`src/rtl/assert_macros.svh`:
```
// ----------------------------------------------------------------------------
// assert_macros.svh
// Assertion macros shared by the predictor RTL.
// ----------------------------------------------------------------------------
`ifndef ASSERT_MACROS_SVH
`define ASSERT_MACROS_SVH

`ifndef NO_ASSERTIONS

// Property that must hold at every clock edge outside reset.
`define BDP_ASSERT(label, clk, rst_n, prop) \
    label: assert property (@(posedge clk) disable iff (!rst_n) (prop)) \
        else $error("assertion failed");

// Implication: antecedent in this cycle, consequent in the next cycle.
`define BDP_ASSERT_NEXT(label, clk, rst_n, ante, cons) \
    label: assert property (@(posedge clk) disable iff (!rst_n) (ante) |=> (cons)) \
        else $error("assertion failed");

`else

`define BDP_ASSERT(label, clk, rst_n, prop)
`define BDP_ASSERT_NEXT(label, clk, rst_n, ante, cons)

`endif

`endif

```
`src/rtl/bdp_pkg.sv`:
```
// ----------------------------------------------------------------------------
// bdp_pkg
// Types, constants and helper functions of the branch direction predictor.
// ----------------------------------------------------------------------------
package bdp_pkg;

    localparam int GLOBAL_BITS = 13;
    localparam int LOCAL_BITS  = 11;
    localparam int PC_BITS     = 11;

    localparam int GT_DEPTH = 1 << GLOBAL_BITS;
    localparam int LH_DEPTH = 1 << PC_BITS;
    localparam int LC_DEPTH = 1 << LOCAL_BITS;

    // Predictor type codes
    localparam logic [1:0] PT_STATIC = 2'd0;
    localparam logic [1:0] PT_GSHARE = 2'd1;
    localparam logic [1:0] PT_TOURN  = 2'd2;

    // Configuration register indexes
    localparam logic [1:0] CFG_TYPE  = 2'd0;
    localparam logic [1:0] CFG_GLEN  = 2'd1;
    localparam logic [1:0] CFG_LLEN  = 2'd2;
    localparam logic [1:0] CFG_PCLEN = 2'd3;

    // Input transaction modes
    localparam logic MODE_PREDICT = 1'b0;
    localparam logic MODE_TRAIN   = 1'b1;

    // Counter reset value: weakly not taken / weakly global
    localparam logic [1:0] CTR_WEAK_LOW = 2'd1;

    typedef enum logic [1:0] {
        ST_IDLE,
        ST_LHT,
        ST_LCT
    } t_state;

    typedef struct packed {
        logic [1:0]             ptype;
        logic [GLOBAL_BITS-1:0] gmask;
        logic [LOCAL_BITS-1:0]  lmask;
        logic [PC_BITS-1:0]     pmask;
    } t_cfg;

    // Global table entry packs {choice counter, global counter}.
    typedef struct packed {
        logic [GLOBAL_BITS-1:0] gt_raddr;
        logic                   gt_we;
        logic [GLOBAL_BITS-1:0] gt_waddr;
        logic [3:0]             gt_wdata;
        logic [PC_BITS-1:0]     lh_raddr;
        logic                   lh_we;
        logic [PC_BITS-1:0]     lh_waddr;
        logic [LOCAL_BITS-1:0]  lh_wdata;
        logic [LOCAL_BITS-1:0]  lc_raddr;
        logic                   lc_we;
        logic [LOCAL_BITS-1:0]  lc_waddr;
        logic [1:0]             lc_wdata;
    } t_mem_req;

    typedef struct packed {
        logic [3:0]            gt_rdata;
        logic [LOCAL_BITS-1:0] lh_rdata;
        logic [1:0]            lc_rdata;
    } t_mem_rsp;

    // Low-bit mask of min(len, cap) ones.
    function automatic logic [15:0] low_mask(input logic [3:0] len, input logic [4:0] cap);
        logic [4:0]  n;
        logic [15:0] m;
        n = ({1'b0, len} > cap) ? cap : {1'b0, len};
        for (int i = 0; i < 16; i++) begin
            m[i] = (5'(i) < n);
        end
        return m;
    endfunction

    // Saturating 2-bit counter step.
    function automatic logic [1:0] bump(input logic [1:0] c, input logic up);
        logic [1:0] r;
        if (up) begin
            r = (c == 2'd3) ? c : c + 2'd1;
        end else begin
            r = (c == 2'd0) ? c : c - 2'd1;
        end
        return r;
    endfunction

endpackage

```
`src/rtl/bdp_core.sv`:
```
// ----------------------------------------------------------------------------
// bdp_core
// Per-transaction sequencer: table reads, prediction, counter and history update.
// ----------------------------------------------------------------------------
module bdp_core (
    input  logic              i_clk,
    input  logic              i_rst_n,
    input  bdp_pkg::t_cfg     i_cfg,
    input  logic              i_cfg_clear,
    input  logic              i_busy,
    input  logic              i_in_valid,
    output logic              o_in_ready,
    input  logic              i_mode,
    input  logic [31:0]       i_branch_pc,
    input  logic              i_taken,
    output logic              o_out_valid,
    input  logic              i_out_ready,
    output logic              o_predict_taken,
    output bdp_pkg::t_mem_req o_req,
    input  bdp_pkg::t_mem_rsp i_rsp
);
    import bdp_pkg::*;

    `include "assert_macros.svh"

    t_state                 r_state, n_state;
    logic                   r_mode;
    logic                   r_taken;
    logic [GLOBAL_BITS-1:0] r_gidx;
    logic [PC_BITS-1:0]     r_pidx;
    logic [LOCAL_BITS-1:0]  r_lidx;
    logic [GLOBAL_BITS-1:0] r_gh;
    logic                   r_last_l;
    logic                   r_last_g;
    logic                   r_out_valid;
    logic                   r_out_taken;

    logic                   w_in_acc;
    logic                   w_done;
    logic                   w_train;
    logic [GLOBAL_BITS-1:0] w_gidx;
    logic [PC_BITS-1:0]     w_pidx;
    logic [LOCAL_BITS-1:0]  w_lidx;
    logic [1:0]             w_gctr;
    logic [1:0]             w_cctr;
    logic [1:0]             w_cnew;
    logic                   w_lguess;
    logic                   w_gguess;
    logic                   w_pred;
    logic [GLOBAL_BITS-1:0] w_gh_next;
    logic                   w_gh_upd;

    assign o_in_ready = (r_state == ST_IDLE) && !i_busy;
    assign w_in_acc   = i_in_valid && o_in_ready;
    assign w_done     = (r_state == ST_LCT) &&
                        (r_mode == MODE_TRAIN || !r_out_valid || i_out_ready);
    assign w_train    = (r_state == ST_LCT) && (r_mode == MODE_TRAIN);

    // Next state
    always_comb begin
        n_state = r_state;
        case (r_state)
            ST_IDLE: begin
                if (w_in_acc) begin
                    n_state = ST_LHT;
                end
            end
            ST_LHT: begin
                n_state = ST_LCT;
            end
            ST_LCT: begin
                if (w_done) begin
                    n_state = ST_IDLE;
                end
            end
            default: begin
                n_state = ST_IDLE;
            end
        endcase
    end

    // Index and prediction datapath
    always_comb begin
        if (i_cfg.ptype == PT_GSHARE) begin
            w_gidx = (r_gh ^ i_branch_pc[GLOBAL_BITS-1:0]) & i_cfg.gmask;
        end else begin
            w_gidx = r_gh & i_cfg.gmask;
        end
        w_pidx   = i_branch_pc[PC_BITS-1:0] & i_cfg.pmask;
        w_lidx   = i_rsp.lh_rdata & i_cfg.lmask;
        w_gctr   = i_rsp.gt_rdata[1:0];
        w_cctr   = i_rsp.gt_rdata[3:2];
        w_lguess = i_rsp.lc_rdata[1];
        w_gguess = w_gctr[1];
        case (i_cfg.ptype)
            PT_STATIC: w_pred = 1'b1;
            PT_GSHARE: w_pred = w_gguess;
            PT_TOURN:  w_pred = w_cctr[1] ? w_lguess : w_gguess;
            default:   w_pred = 1'b0;
        endcase
        if (r_taken == r_last_l && r_taken != r_last_g) begin
            w_cnew = bump(w_cctr, 1'b1);
        end else if (r_taken != r_last_l && r_taken == r_last_g) begin
            w_cnew = bump(w_cctr, 1'b0);
        end else begin
            w_cnew = w_cctr;
        end
        w_gh_next = {r_gh[GLOBAL_BITS-2:0], r_taken} & i_cfg.gmask;
        w_gh_upd  = w_train && (i_cfg.ptype == PT_GSHARE || i_cfg.ptype == PT_TOURN);
    end

    // Memory requests: gt/lh reads track input in idle, lc in ST_LHT, then hold.
    always_comb begin
        o_req          = '0;
        o_req.gt_raddr = (r_state == ST_IDLE) ? w_gidx : r_gidx;
        o_req.lh_raddr = (r_state == ST_IDLE) ? w_pidx : r_pidx;
        o_req.lc_raddr = (r_state == ST_LHT) ? w_lidx : r_lidx;
        o_req.gt_waddr = r_gidx;
        o_req.lh_waddr = r_pidx;
        o_req.lc_waddr = r_lidx;
        o_req.lh_wdata = {i_rsp.lh_rdata[LOCAL_BITS-2:0], r_taken} & i_cfg.lmask;
        o_req.lc_wdata = bump(i_rsp.lc_rdata, r_taken);
        case (i_cfg.ptype)
            PT_GSHARE: begin
                o_req.gt_we    = w_train;
                o_req.gt_wdata = {w_cctr, bump(w_gctr, r_taken)};
            end
            PT_TOURN: begin
                o_req.gt_we    = w_train;
                o_req.gt_wdata = {w_cnew, bump(w_gctr, r_taken)};
                o_req.lh_we    = w_train;
                o_req.lc_we    = w_train;
            end
            default: begin
                o_req.gt_wdata = i_rsp.gt_rdata;
            end
        endcase
    end

    always_ff @(posedge i_clk) begin
        if (!i_rst_n) begin
            r_state     <= ST_IDLE;
            r_gh        <= '0;
            r_last_l    <= 1'b0;
            r_last_g    <= 1'b0;
            r_out_valid <= 1'b0;
        end else begin
            r_state <= n_state;
            if (i_cfg_clear) begin
                r_gh     <= '0;
                r_last_l <= 1'b0;
                r_last_g <= 1'b0;
            end else begin
                if (w_gh_upd) begin
                    r_gh <= w_gh_next;
                end
                if (w_done && r_mode == MODE_PREDICT && i_cfg.ptype == PT_TOURN) begin
                    r_last_l <= w_lguess;
                    r_last_g <= w_gguess;
                end
            end
            if (w_done && r_mode == MODE_PREDICT) begin
                r_out_valid <= 1'b1;
            end else if (i_out_ready) begin
                r_out_valid <= 1'b0;
            end
        end
    end

    always_ff @(posedge i_clk) begin
        if (w_in_acc) begin
            r_mode  <= i_mode;
            r_taken <= i_taken;
            r_gidx  <= w_gidx;
            r_pidx  <= w_pidx;
        end
        if (r_state == ST_LHT) begin
            r_lidx <= w_lidx;
        end
        if (w_done && r_mode == MODE_PREDICT) begin
            r_out_taken <= w_pred;
        end
    end

    assign o_out_valid     = r_out_valid;
    assign o_predict_taken = r_out_taken;

    `BDP_ASSERT(a_write_only_on_train, i_clk, i_rst_n,
        !(o_req.gt_we || o_req.lh_we || o_req.lc_we) || w_train)
    `BDP_ASSERT_NEXT(a_accept_starts_read, i_clk, i_rst_n, w_in_acc, r_state == ST_LHT)
    `BDP_ASSERT(a_history_masked, i_clk, i_rst_n, (r_gh & ~i_cfg.gmask) == '0)
    `BDP_ASSERT_NEXT(a_train_no_result, i_clk, i_rst_n, w_train && !r_out_valid, !r_out_valid)

endmodule

```
`config.mk`:
```
export PLATFORM = sky130hd
export DESIGN_NAME = bdp_core
export DESIGN_NICKNAME = d
export VERILOG_FILES = /design/src/rtl/bdp_pkg.sv /design/src/rtl/bdp_core.sv
export VERILOG_INCLUDE_DIRS = /design/src /design/src/rtl
export SDC_FILE = /design/constraint.sdc
export NUM_CORES = 1
export LEC_CHECK = 0
export ABC_AREA = 1
export ABC_CLOCK_PERIOD_IN_PS = 3300
export BUFFER_PORTS_ARGS = -buffer_cell sky130_fd_sc_hd__buf_2
export CORE_MARGIN = 2
export CORE_UTILIZATION = 46
export CTS_CLUSTER_DIAMETER = 100
export DETAILED_ROUTE_END_ITERATION = 16
export HOLD_SLACK_MARGIN = 0.03
export PLACE_DENSITY = 0.91
export REMOVE_ABC_BUFFERS = 1
export SYNTH_ARGS = -nofsm -noshare
export SYNTH_HDL_FRONTEND = slang
export SYNTH_SLANG_ARGS = --single-unit
```
`constraint.sdc`:
```
create_clock -name i_clk -period 3.3 [get_ports i_clk]
set_input_delay 0.33 -clock i_clk [delete_from_list [all_inputs] [get_ports i_clk]]
set_output_delay 0.33 -clock i_clk [all_outputs]
set_load 0.01 [all_outputs]
```
======== Word level (Yosys, flattened, before mapping) ========
Index checks and enable logic that the tools add are counted.
cells by class
  $add $sub $neg .......................... 6
  eq/ne operators ......................... 13
  muxes and demuxes ....................... 24
  bitwise gates (word level) .............. 9
  reduce and logical (&&, ||, !) cells .... 23
operators with widths
  cell                   number
  $and A13 B13 Y13       3
  $and A11 B11 Y11       3
  $mux W13               2
  $mux W2                12
  $mux W11               2
  $xor A13 B13 Y13       1
  $eq A2 B2 Y1 const B   5
  $logic_not A2 Y1       5
  $logic_and A1 B1 Y1    9
  $pmux W4 S2            1
  $add A2 B1 Y2 const B  3
  $pmux W2 S3            1
  $sub A2 B1 Y2 const B  3
  $mux W1                5
  $eq A2 B1 Y1 const B   2
  $ne A2 B2 Y1 const B   2
  $reduce_or A2 Y1       2
  $logic_or A1 B1 Y1     3
  $pmux W1 S3            1
  $eq A1 B1 Y1           2
  $logic_not A1 Y1       2
  $ne A1 B1 Y1           2
  $not A1 Y1             2
  $reduce_and A2 Y1      1
  $reduce_bool A2 Y1     1
word-level totals
  bits in registers ....................... 56
  bits of input ports ..................... 94
  logic and storage cells ................. 86

======== Longest topological paths before layout ========
  depth in word-level cells ............... 6
  mapped depth ............................ 10
  gate-level depth less buffers ........... 9

======== Least setup slack after synthesis ========
OpenSTA, ideal clock, no wires.
  kind .................................... reg2reg
  from .................................... register r_state[0]
  to ...................................... register r_gidx[0] (enable)
  library setup time ...................... 0.381 ns
  arrival ................................. 1.440 ns
  path slack .............................. 1.479 ns
  stages on the path, launching flop included .. 6
  buffers on the path ..................... 0
  cells stage by stage .................... dfxtp_1 -> nor2_2 -> inv_2 -> nor2_1 -> nand2_1 -> inv_1
between the ends
  cells in the longest elaborated chain, start to end .. 3
RTL lines
  element                   RTL line         text
  start: declaration        bdp_core.sv:26   t_state r_state, n_state;
  start signal: assignment  bdp_core.sv:148  r_state <= n_state;
  $logic_not A2 Y1          bdp_core.sv:53   assign o_in_ready = (r_state == ST_IDLE) && !i_busy;
  $logic_and A1 B1 Y1       bdp_core.sv:53
  net o_in_ready            bdp_core.sv:12   output logic o_in_ready,
  $logic_and A1 B1 Y1       bdp_core.sv:54   assign w_in_acc = i_in_valid && o_in_ready;
  net w_in_acc              bdp_core.sv:38   logic w_in_acc;
  end signal: assignment    bdp_core.sv:174  r_gidx <= w_gidx;
  end: declaration          bdp_core.sv:29   logic [GLOBAL_BITS-1:0] r_gidx;
The timed path passes the listed nets, and every way through them passes these cells.
A chain may end at the register's enable or synchronous reset.

==> summary.txt <==
CTS
  – Root buf cell: clkbuf_8
  – Clk pin slew, worst setup/hold paths: 0.10 ns
  – Clock Tree Buf Depth: 2
  – Clk sinks: 56
  – TritonCTS clock tree: done
  – Setup bufs post-CTS: 0
  – TritonCTS Buffers: 5
  – Htree depth: 2
  – CTS Hold Bufs: 0
  – Post-cts resize count: 0
  – Worst-Skew Late Latency: 0.30 ns

STA
  – Peak Freq: 466 MHz
  – Worst rel slew slack: 0.453
  – Minimum clock period: 2.14 ns
  – Least-Margin Pin Slew: 0.821 ns
  – Final Skew: 0.00765 ns
  – Fin. max-slew vios: 0
  – RSZ-0062 raised after global routing: false
  – Final Hold Viols: 0
  – Final setup fails: 0
  – Post-route clock period utilization: 0.650
  – Setup TNS Final: 0 ns

Placed design
  – I/O Buffers: 167
  – Final HPWL DP: 5.77 mm
  – GPL Wtd Cong: 0.790
  – Dpl cells: 605

Critical path
  – Crit Reg-Reg Endpoint: r_pidx[3]
  – Crit path buf inv count: 3
  – CP peak stage delay: 0.44 ns
  – Worst Path Required: 2.97 ns
  – Worst path cell trace: nor2_2 > buf_4 > inv_2 > nand2_1 > o21ai_1 > buf_2
  – Crit path max-delay cell type: dfxtp_1
  – Critical Path AT: 1.81 ns
  – CP max FO: 36
  – Crit path capture type: output pin
  – CP top delay family: buffers and inverters
  – CP Launch Point: r_state[0]
  – RR Startpoint: r_state[0]
  – Kind of critical path: reg -> out
  – FF-to-FF setup slack: 1.24 ns
  – Worst setup SP type: flop
  – R2R depth: 7

Finish
  – Most common cell after layout, fill and taps aside: buf_2
  – Share of layout cells above drive strength 1: 0.369
  – Area growth syn-to-layout: 32.0%
  – Most frequent cells in the layout: buf_2 (167), nand2_1 (133), inv_1 (55)
  – Non-Filler Instances: 613
  – Fin nets: 633
  – # diodes: 0

Detailed routing
  – Total number of vias: 3016
  – Drt total wl: 7.36 mm
  – Initial DRT Pass Iterations: 4
  – DRC Markers: 0
  – Drt via density: 4.92
  – Remaining antenna violation count: 0
  – WL per Instance: 12.0 microns
  – DR iter-0 viols: 87

Yosys
  – Post-Synth Adder-Cell Area: 0.0170
  – Syn Inst Count: 374
  – FFs w/ async S/R, synth: 0
  – Simple-gate share of the synthesized area: 0.206
  – Number of synthesized flops with an enable pin: 27
  – Sequential share of the synthesized area: 0.473
  – Syn_area_per_cell: 7.87 sq um
  – Ys Warns: 0
  – Largest family of logic cells by synthesized area: simple AND/OR/NAND/NOR gates
  – Cell area after synthesis: 0.00294 sq mm
  – Mux cell area share after synthesis: 0
  – Synth cell types: 28
  – Dominant synthesized flop cell: dfxtp_1
  – Complex-gate fraction of the synthesized area: 0.190
  – Xor and xnor area share after synthesis: 0
  – #FFs+latches synth: 56

Global routing
  – Total track usage: 0.204
  – Vias in the first global route: 2778
  – Total congestion overflow: 0
  – First-pass GRT wire length: 11.8 mm
  – Largest net degree at the start of global routing: 37
  – Initial antenna violation count: 0

Worst hold path
  – Worst Hold Class: in -> reg
  – Worst Hold End: r_mode
  – Hold path start: i_mode
  – WHS Path Cells: 1

Pwr
  – Worst vdd ir: 0.221 mV
  – Static leakage power: 2.06 nW
  – P per Cell Area: 405 mW/mm^2

Die
  – IO Count: 187
  – Core area: 0.00628 sq mm
  – Die area: 0.00706 sq mm
  – Die height: 84 microns
  – Overall die width: 84 microns
  – Site Rows: 29
  – Starting Density: 0.469

Status
  – Outcome: finished, final reports clean

Run
  – Max cap viols: 0
area by class of cell:
| cell class | count | area [sq um] |
|---|---|---|
| clock buffers | 5 | 68.8 |
| repair buffers | 169 | 851 |
| flip-flops and latches | 56 | 1390 |
| inverters | 59 | 221 |
| fillers | 572 | 2390 |
| well taps | 77 | 96.3 |
| multi-input cells | 244 | 1220 |
| clock inverters | 3 | 42.5 |
stage by stage:
stage / worst slack, ns / hold WS (ns) / total power [W] / cell area [sq um] / utilization
floorplan: 1.08 / 0.429 / 0.000971 / 2830 / -
global placement: 1.22 / 0.462 / 0.00114 / 3780 / 0.602
detailed placement: 1.20 / 0.470 / 0.00115 / 3780 / 0.602
CTS: 1.11 / 0.189 / 0.00159 / 3890 / 0.619
global route: 0.960 / 0.190 / 0.00165 / 3890 / 0.619
finish: 1.16 / 0.196 / 0.00158 / 3890 / 0.619
worst max path at each step:
stage | endpoint | slack [ns] | depth (start not counted)
after floorplan | r_gidx[0] | 1.08 | 5
after global placement | o_req[88] | 1.22 | 8
after detailed placement | o_req[85] | 1.20 | 8
after CTS | o_req[48] | 1.11 | 6
after global routing | o_req[58] | 0.96 | 6
final | o_req[58] | 1.16 | 6
power breakdown:
| group | internal, W | total [W] | switching (W) |
|---|---|---|---|
| Clock | 0.000225 | 0.000445 | 0.000220 |
| Combinational | 0.000138 | 0.000338 | 0.000200 |
| Sequential | 0.000772 | 0.000792 | 0.0000205 |
| Total | 0.00114 | 0.00158 | 0.000440 |
cells in the mapped netlist, types with 5 or more instances:
cell type    n  area (sq um)
o21ai_1     10          50.1
a21oi_1     35           175
edfxtp_1    27           811
o21ai_0     27           135
a211oi_2    13           163
inv_1       55           206
buf_2        5          25.0
dfxtp_1     29           581
nand2_1    133           499
nor2_1       6          22.5
sequential cells by signal, indices dropped and copies added, names as in the netlist:
signal	cells
r_last_g	1
r_taken	1
o_predict_taken	1
r_gh	13
r_lidx	11
r_gidx	13
r_last_l	1
r_mode	1
r_pidx	11
r_state	2
o_out_valid	1
routing by layer:
layer	vias to the layer above	global-route usage	wire [microns]
li1	1531	-	-
met1	1325	0.234	2960
met2	143	0.378	3670
met3	17	0.0376	578
met4	0	0.0733	146
met5	-	0	0
cell families (layout without fill, tap and decap cells):
logic type | after synthesis | after routing
simple gates | 150 | 150
compound gates | 90 | 90
buf+inv | 74 | 236
flops | 56 | 56
fa+ha+maj | 4 | 4
Note: power is estimated with default switching activity, not from simulation.
